File: src/rtl/core/lcgs_pkg.sv
// Shared types and constants for the shuffled minimal-standard generator.
package lcgs_pkg;

  localparam int unsigned VAL_W        = 31;
  localparam int unsigned MULT_W       = 15;
  localparam int unsigned PROD_W       = VAL_W + MULT_W;
  localparam int unsigned WARMUP_EXTRA = 8;

  localparam logic [MULT_W-1:0] LCG_MULT = 15'd16807;
  localparam logic [VAL_W-1:0]  LCG_MOD  = 31'h7FFF_FFFF;

  localparam logic CMD_DRAW   = 1'b0;
  localparam logic CMD_RESEED = 1'b1;

  typedef struct packed {
    logic             cmd;
    logic [VAL_W-1:0] seed;
  } lcgs_in_t;

  typedef struct packed {
    logic [VAL_W-1:0] deviate;
    logic [VAL_W-1:0] generator_state;
  } lcgs_out_t;

endpackage

File: src/rtl/core/lcgs_ram.sv
// Generic single-write, single-read RAM with a registered read port.
module lcgs_ram #(
  parameter int unsigned WIDTH = 31,
  parameter int unsigned DEPTH = 32
) (
  input  logic                     clk_i,
  input  logic                     wr_en_i,
  input  logic [$clog2(DEPTH)-1:0] wr_addr_i,
  input  logic [WIDTH-1:0]         wr_data_i,
  input  logic                     rd_en_i,
  input  logic [$clog2(DEPTH)-1:0] rd_addr_i,
  output logic [WIDTH-1:0]         rd_data_o
);

  logic [WIDTH-1:0] mem_q [DEPTH];
  logic [WIDTH-1:0] rd_data_q;

  always_ff @(posedge clk_i) begin
    if (wr_en_i) begin
      mem_q[wr_addr_i] <= wr_data_i;
    end
    if (rd_en_i) begin
      rd_data_q <= mem_q[rd_addr_i];
    end
  end

  assign rd_data_o = rd_data_q;

endmodule

File: src/rtl/core/lcgs_mulmod.sv
// Unit computing 16807 * x modulo 2^31 - 1 by a Mersenne fold, registering the product before the fold.
module lcgs_mulmod
  import lcgs_pkg::*;
(
  input  logic             clk_i,
  input  logic             rst_ni,
  input  logic             start_i,
  input  logic [VAL_W-1:0] x_i,
  output logic             busy_o,
  output logic [VAL_W-1:0] y_o
);

  logic              busy_q;
  logic [PROD_W-1:0] prod_q;
  logic [VAL_W-1:0]  y_q;
  logic [VAL_W:0]    fold_sum;
  logic [VAL_W:0]    fold_dif;

  assign fold_sum = (VAL_W+1)'(prod_q[PROD_W-1:VAL_W]) + (VAL_W+1)'(prod_q[VAL_W-1:0]);
  assign fold_dif = fold_sum - (VAL_W+1)'(LCG_MOD);

  always_ff @(posedge clk_i or negedge rst_ni) begin
    if (!rst_ni) begin
      busy_q <= 1'b0;
    end else if (start_i) begin
      busy_q <= 1'b1;
    end else begin
      busy_q <= 1'b0;
    end
  end

  always_ff @(posedge clk_i) begin
    if (start_i) begin
      prod_q <= PROD_W'(LCG_MULT) * PROD_W'(x_i);
    end else if (busy_q) begin
      if (fold_sum >= (VAL_W+1)'(LCG_MOD)) begin
        y_q <= fold_dif[VAL_W-1:0];
      end else begin
        y_q <= fold_sum[VAL_W-1:0];
      end
    end
  end

  assign busy_o = busy_q;
  assign y_o    = y_q;

endmodule

File: src/rtl/core/lcgs_idx_div.sv
// Reciprocal multiply that maps the saved output to a shuffle table slot.
module lcgs_idx_div
  import lcgs_pkg::*;
#(
  parameter int unsigned TABLE_DEPTH = 32
) (
  input  logic                           clk_i,
  input  logic                           rst_ni,
  input  logic                           start_i,
  input  logic [VAL_W-1:0]               dividend_i,
  output logic                           busy_o,
  output logic [$clog2(TABLE_DEPTH)-1:0] index_o
);

  localparam int unsigned IDX_W = $clog2(TABLE_DEPTH);
  localparam int unsigned Q_W   = IDX_W + 1;
  localparam int unsigned PW    = 64;
  localparam longint unsigned DIVISOR = 64'd1 + 64'd2147483646 / TABLE_DEPTH;
  localparam int unsigned SHIFT = VAL_W + $clog2(DIVISOR);
  localparam longint unsigned RECIP_FULL = ((64'd1 << SHIFT) + DIVISOR - 64'd1) / DIVISOR;
  localparam logic [31:0]      RECIP = 32'(RECIP_FULL);
  localparam logic [Q_W-1:0]   LAST  = Q_W'(TABLE_DEPTH - 1);

  logic          busy_q;
  logic [PW-1:0] prod_q;
  logic [Q_W-1:0] quot;

  assign quot = prod_q[SHIFT +: Q_W];

  always_ff @(posedge clk_i or negedge rst_ni) begin
    if (!rst_ni) begin
      busy_q <= 1'b0;
    end else begin
      busy_q <= start_i;
    end
  end

  always_ff @(posedge clk_i) begin
    if (start_i) begin
      prod_q <= PW'(dividend_i) * PW'(RECIP);
    end
  end

  assign busy_o  = busy_q;
  assign index_o = (quot > LAST) ? LAST[IDX_W-1:0] : quot[IDX_W-1:0];

endmodule

File: src/rtl/core/lcg_shuffle_random_generator.sv
// Top level: minimal-standard generator with a shuffle table, under a small sequencer.
// A draw runs the multiply-fold unit, with the slot index ready alongside, then the
// registered table read, and registers the result at the output.
// A reseed, or a draw while the saved output is zero, first runs TABLE_DEPTH + 8 steps
// of the multiply-fold unit. One item is in work at a time; the next is taken the
// cycle after the result is registered.
// Reset sets the generator to 1 and the saved output to 0; the table is not cleared.
module lcg_shuffle_random_generator
  import lcgs_pkg::*;
#(
  parameter int unsigned TABLE_DEPTH = 32
) (
  input  logic      clk_i,
  input  logic      rst_ni,
  input  logic      in_valid_i,
  output logic      in_ready_o,
  input  lcgs_in_t  in_data_i,
  output logic      out_valid_o,
  input  logic      out_ready_i,
  output lcgs_out_t out_data_o
);

  localparam int unsigned IDX_W  = $clog2(TABLE_DEPTH);
  localparam int unsigned STEPS  = TABLE_DEPTH + WARMUP_EXTRA;
  localparam int unsigned CNT_W  = $clog2(STEPS + 1);

  typedef enum logic [1:0] {
    S_IDLE,
    S_WARM,
    S_DRAW,
    S_READ
  } state_e;

  state_e           state_q, state_d;
  logic [VAL_W-1:0] lcg_q, lcg_d;
  logic [VAL_W-1:0] saved_q, saved_d;
  logic [CNT_W-1:0] cnt_q, cnt_d;
  logic [IDX_W-1:0] idx_q, idx_d;
  logic             out_valid_q, out_valid_d;
  lcgs_out_t        out_data_q, out_data_d;

  logic             mul_start, mul_busy;
  logic [VAL_W-1:0] mul_y;
  logic             div_start, div_busy;
  logic [IDX_W-1:0] div_idx;
  logic             ram_we, ram_re;
  logic [IDX_W-1:0] ram_waddr;
  logic [VAL_W-1:0] ram_wdata, ram_rdata;
  logic [VAL_W-1:0] seed_fix;
  logic [CNT_W-1:0] slot;

  assign seed_fix = (in_data_i.seed == '0 || in_data_i.seed == LCG_MOD) ?
                    VAL_W'(1) : in_data_i.seed;
  assign slot     = cnt_q - 1'b1;

  always_comb begin
    state_d     = state_q;
    lcg_d       = lcg_q;
    saved_d     = saved_q;
    cnt_d       = cnt_q;
    idx_d       = idx_q;
    out_valid_d = out_valid_q & ~out_ready_i;
    out_data_d  = out_data_q;
    mul_start   = 1'b0;
    div_start   = 1'b0;
    ram_we      = 1'b0;
    ram_waddr   = idx_q;
    ram_wdata   = lcg_q;
    ram_re      = 1'b0;
    unique case (state_q)
      S_IDLE: begin
        if (in_valid_i) begin
          mul_start = 1'b1;
          if (in_data_i.cmd == CMD_RESEED || saved_q == '0) begin
            lcg_d   = seed_fix;
            cnt_d   = CNT_W'(STEPS);
            state_d = S_WARM;
          end else begin
            div_start = 1'b1;
            state_d   = S_DRAW;
          end
        end
      end
      S_WARM: begin
        if (!mul_busy) begin
          lcg_d     = mul_y;
          cnt_d     = cnt_q - 1'b1;
          mul_start = 1'b1;
          if (cnt_q <= CNT_W'(TABLE_DEPTH)) begin
            ram_we    = 1'b1;
            ram_waddr = slot[IDX_W-1:0];
            ram_wdata = mul_y;
          end
          if (cnt_q == CNT_W'(1)) begin
            saved_d   = mul_y;
            div_start = 1'b1;
            state_d   = S_DRAW;
          end
        end
      end
      S_DRAW: begin
        if (!mul_busy && !div_busy) begin
          lcg_d   = mul_y;
          idx_d   = div_idx;
          ram_re  = 1'b1;
          state_d = S_READ;
        end
      end
      S_READ: begin
        if (!out_valid_q || out_ready_i) begin
          ram_we                     = 1'b1;
          saved_d                    = ram_rdata;
          out_valid_d                = 1'b1;
          out_data_d.deviate         = ram_rdata;
          out_data_d.generator_state = lcg_q;
          state_d                    = S_IDLE;
        end
      end
      default: begin
        state_d = S_IDLE;
      end
    endcase
  end

  always_ff @(posedge clk_i or negedge rst_ni) begin
    if (!rst_ni) begin
      state_q     <= S_IDLE;
      lcg_q       <= VAL_W'(1);
      saved_q     <= '0;
      cnt_q       <= '0;
      idx_q       <= '0;
      out_valid_q <= 1'b0;
      out_data_q  <= '0;
    end else begin
      state_q     <= state_d;
      lcg_q       <= lcg_d;
      saved_q     <= saved_d;
      cnt_q       <= cnt_d;
      idx_q       <= idx_d;
      out_valid_q <= out_valid_d;
      out_data_q  <= out_data_d;
    end
  end

  lcgs_mulmod u_mulmod (
    .clk_i   (clk_i),
    .rst_ni  (rst_ni),
    .start_i (mul_start),
    .x_i     (lcg_d),
    .busy_o  (mul_busy),
    .y_o     (mul_y)
  );

  lcgs_idx_div #(
    .TABLE_DEPTH (TABLE_DEPTH)
  ) u_idx_div (
    .clk_i      (clk_i),
    .rst_ni     (rst_ni),
    .start_i    (div_start),
    .dividend_i (saved_d),
    .busy_o     (div_busy),
    .index_o    (div_idx)
  );

  lcgs_ram #(
    .WIDTH (VAL_W),
    .DEPTH (TABLE_DEPTH)
  ) u_table (
    .clk_i     (clk_i),
    .wr_en_i   (ram_we),
    .wr_addr_i (ram_waddr),
    .wr_data_i (ram_wdata),
    .rd_en_i   (ram_re),
    .rd_addr_i (div_idx),
    .rd_data_o (ram_rdata)
  );

  assign in_ready_o  = state_q == S_IDLE;
  assign out_valid_o = out_valid_q;
  assign out_data_o  = out_data_q;

endmodule

File: config.mk
export PLATFORM = sky130hd
export DESIGN_NAME = lcg_shuffle_random_generator
export DESIGN_NICKNAME = d
export VERILOG_FILES = /design/src/rtl/core/lcgs_pkg.sv /design/src/rtl/core/lcgs_ram.sv /design/src/rtl/core/lcgs_mulmod.sv /design/src/rtl/core/lcgs_idx_div.sv /design/src/rtl/core/lcg_shuffle_random_generator.sv
export SDC_FILE = /design/constraint.sdc
export NUM_CORES = 2
export LEC_CHECK = 0
export BUFFER_PORTS_ARGS = -buffer_cell sky130_fd_sc_hd__buf_4
export CAP_MARGIN = 40
export CORE_MARGIN = 2
export CORE_UTILIZATION = 30
export DETAILED_ROUTE_END_ITERATION = 8
export PLACE_DENSITY_LB_ADDON = 0.08
export SLEW_MARGIN = 30
export SYNTH_ARGS = -nofsm -noshare
export SYNTH_HDL_FRONTEND = slang
export SYNTH_HIERARCHICAL = 1
export SYNTH_SLANG_ARGS = --single-unit
File: constraint.sdc
create_clock -name clk_i -period 11.55 [get_ports clk_i]
set_clock_uncertainty 0.15 [all_clocks]
set_input_delay 1.155 -clock clk_i [delete_from_list [all_inputs] [get_ports clk_i]]
set_output_delay 1.155 -clock clk_i [all_outputs]
set_load 0.02 [all_outputs]
==> impl_metrics.toml <==
[outcome]
status = "complete, no violations"

[floorplanning]
rows = 162
dieArea_mm2 = 0.200
die_h_um = 447
core-area_mm2 = 0.195
pin_count = 100
die_x_um = 447
initial_core_util_pct = 30.2

[logic_synthesis]
syn_nets = 4583
synth_area_mm2 = 0.0589
yosysMostFrequentCell = "edfxtp_1"
postSynthCellCount = 4203
synthAdderAreaFrac_pct = 9.02
synthFlopType = "edfxtp_1"
async_reset_ff_share_pct = 11.2
synthTopCellsByCount = "edfxtp_1, mux2i_1, nand2_1"
yosysTopAreaCell = "edfxtp_1"
synth.distinct_cells = 74
synth_area_per_cell_um2 = 14.0
synth_warnings = 6
synthXorXnorAreaFrac_pct = 1.16
synth-seq-cells = 1245
synth_compound_gate_area_share_pct = 8.45
muxShareOfSynthArea_pct = 8.58
synth_top_family_by_area = "adder cells"
ys_seq_area_share_pct = 62.3
synthSimpleGateAreaFrac_pct = 6.56
synth_edf_count = 1105
synth_top_area_share_pct = 56.3
ys_top_cells_by_area = "edfxtp_1, mux2i_1, dfrtp_1"

[setup_path]
worst_path_max_delay_cell = "a221oi_2"
path_max_fanout = 12
criticalPathCategory = "reg -> reg"
critPathCaptureType = "flip-flop"
crit_path_frequent_cell = "inv_1"
worstPathRequired_ns = 11.90
start_kind = "flip-flop"
slowest_delay_ns = 0.67
worstPathArrival_ns = 9.67

[grt]
grt_max_degree = 102
grt_overflow_total = 0
grt_pass1_vias = 35800
grt_first_pass_wirelength_um = 271000
antenna_found_initial = 4
track_usage_pct = 19.0

[timing]
finalHoldViolCount = 0
rsz0062_at_grt = "false"
worst_pin_slew_ns = 0.853
tns_ns = 0
timing.final.crit_share_pct = 80.7
slew_viol_final = 0
setup_viol = 0
slew_headroom_pct = 43.1
min_period_ns = 9.32
fmax_ghz = 0.107

[drt]
drt_first_iter_violations = 2366
post_drt_wl_per_cell_um = 26.8
viasPerCell = 4.94
ant_nets = 0
drt-pass1-iter-count = 5
drcViolationCount = 0
wl_um = 191000
vias = 35200

[clock_tree]
cts_buffers = 145
postCtsHoldBufs = 0
cts_sinks = 1245
post_cts_resized = 0
tritoncts = "done"
cts.clk_slew.worst_paths_ns = 0.06
postCtsSetupRepairBufs = 0
cts.path.max_buffers = 3
htreeDepth = 4
cts-root-buf = "clkbuf_16"
clock_latency_ns = 0.78

[layout]
fillers = 19100
regArea_mm2 = 0.0367
drive_above_1_share_pct = 13.4
nNetsFinal = 4779
multiInputGateArea_mm2 = 0.0204
syn_to_final_growth_pct = 16.1

[min_path]
min_path_type = "in -> async"

[place]
routabilityCongestion = 0.813
hpwl_um = 123000
portBuffers = 99

[flow_run]
maxCapViolCount = 0
==> cells in the final DEF, fill, tap and decap left out, drive strengths merged, types with 12 or more instances in the layout <==
cell type,n
nor3,48
a22o,62
a21o,36
nand2b,14
o21ai,107
nor4,19
a2111oi,32
a31oi,41
mux2i,498
clkbuf,195
inv,351
a21oi,151
nor2,93
a211oi,12
dfrtp,139
fa,134
nand4,17
ha,210
edfxtp,1105
nand2,363
nand3,157
and3,16
nor2b,17
xnor2,51
clkinv,49
a22oi,94
and2,41
buf,244
xor2,27
a221oi,63
==> registers in the layout (all words and copies together), names as in the netlist <==
register	count
u_idx_div/busy_o	1
out_valid_o	1
idx_q	5
u_mulmod/prod_q	46
u_mulmod/busy_o	1
state_q	2
u_table/mem_q	992
out_data_o	62
u_table/rd_data_o	31
u_idx_div/prod_q	5
u_mulmod/y_o	31
saved_q	31
cnt_q	6
lcg_q	31
==> metrics by stage <==
stage | cell area, um^2 | setup slack [ns] | utilization, % | hold WS, ns | cells
after floorplan | 58900 | 3.25 | - | 0.283 | 4203
after global placement | 63400 | 1.81 | 32.5 | 0.315 | 6855
after detailed placement | 63800 | 1.83 | 32.7 | 0.316 | 6874
after CTS | 68300 | 2.22 | 35.0 | 0.0503 | 7128
after global routing | 68400 | 1.71 | 35.1 | 0.0789 | 7131
final | 68400 | 2.23 | 35.1 | 0.113 | 7133
==> metal layers <==
layer	share of wire (%)	vias to the layer above	wire length (um)	track usage, %
met2	49	737	93700	32.2
met4	2.1	2	4000	4.57
met3	3.8	196	7240	2.66
li1	-	16000	-	-
met1	45	18300	86300	25.7
met5	0.0063	-	12	0
==> kinds of logic after synthesis <==
logic type      after synthesis
buf+inv                     541
simple gates                823
xor+xnor                     78
fa+ha+maj                   344
mux                         504
flops                      1245
compound gates              668
==> worst max-delay path, delay by kind of cell (launching register included) <==
family | cells | cell delay (ns)
buffers and inverters | 8 | 0.94
AOI/OAI and AO/OA | 10 | 2.99
adders and majority gates | 7 | 3.25
xor gates and xnor gates | 1 | 0.12
and+or+nand+nor | 3 | 1.19
DFF | 1 | 0.38
==> final cells by class <==
type / instances / area share, %
clock inverter: 59 / 0.871
tap: 2624 / 4.80
multi-input combinational: 2417 / 29.8
sequential: 1245 / 53.7
clock buffer: 195 / 5.79
inverter: 345 / 1.89
timing repair buffer: 245 / 3.19
antenna: 3 / 0.0110
==> path summary, 6_finish.rpt <==
| path | from | cells after the start | slack (ns) | to |
|---|---|---|---|---|
| hold / removal | rst_ni | 1 | 0.11 | out_data_o[32] |
| hold reg to reg | out_data_o[51] | 2 | 0.33 | out_data_o[51] |
| min in group clk_i | out_data_o[51] | 2 | 0.33 | out_data_o[51] |
| max in group asynchronous | rst_ni | 3 | 10.05 | lcg_q[29] |
| setup / recovery | saved_q[12] | 29 | 2.23 | u_mulmod/prod_q[43] |
| setup reg to reg | saved_q[12] | 29 | 2.23 | u_mulmod/prod_q[43] |
Power is left out: the tool's default activity adds up to more than one toggle a clock period on the data nets, which glitch-free logic cannot reach.
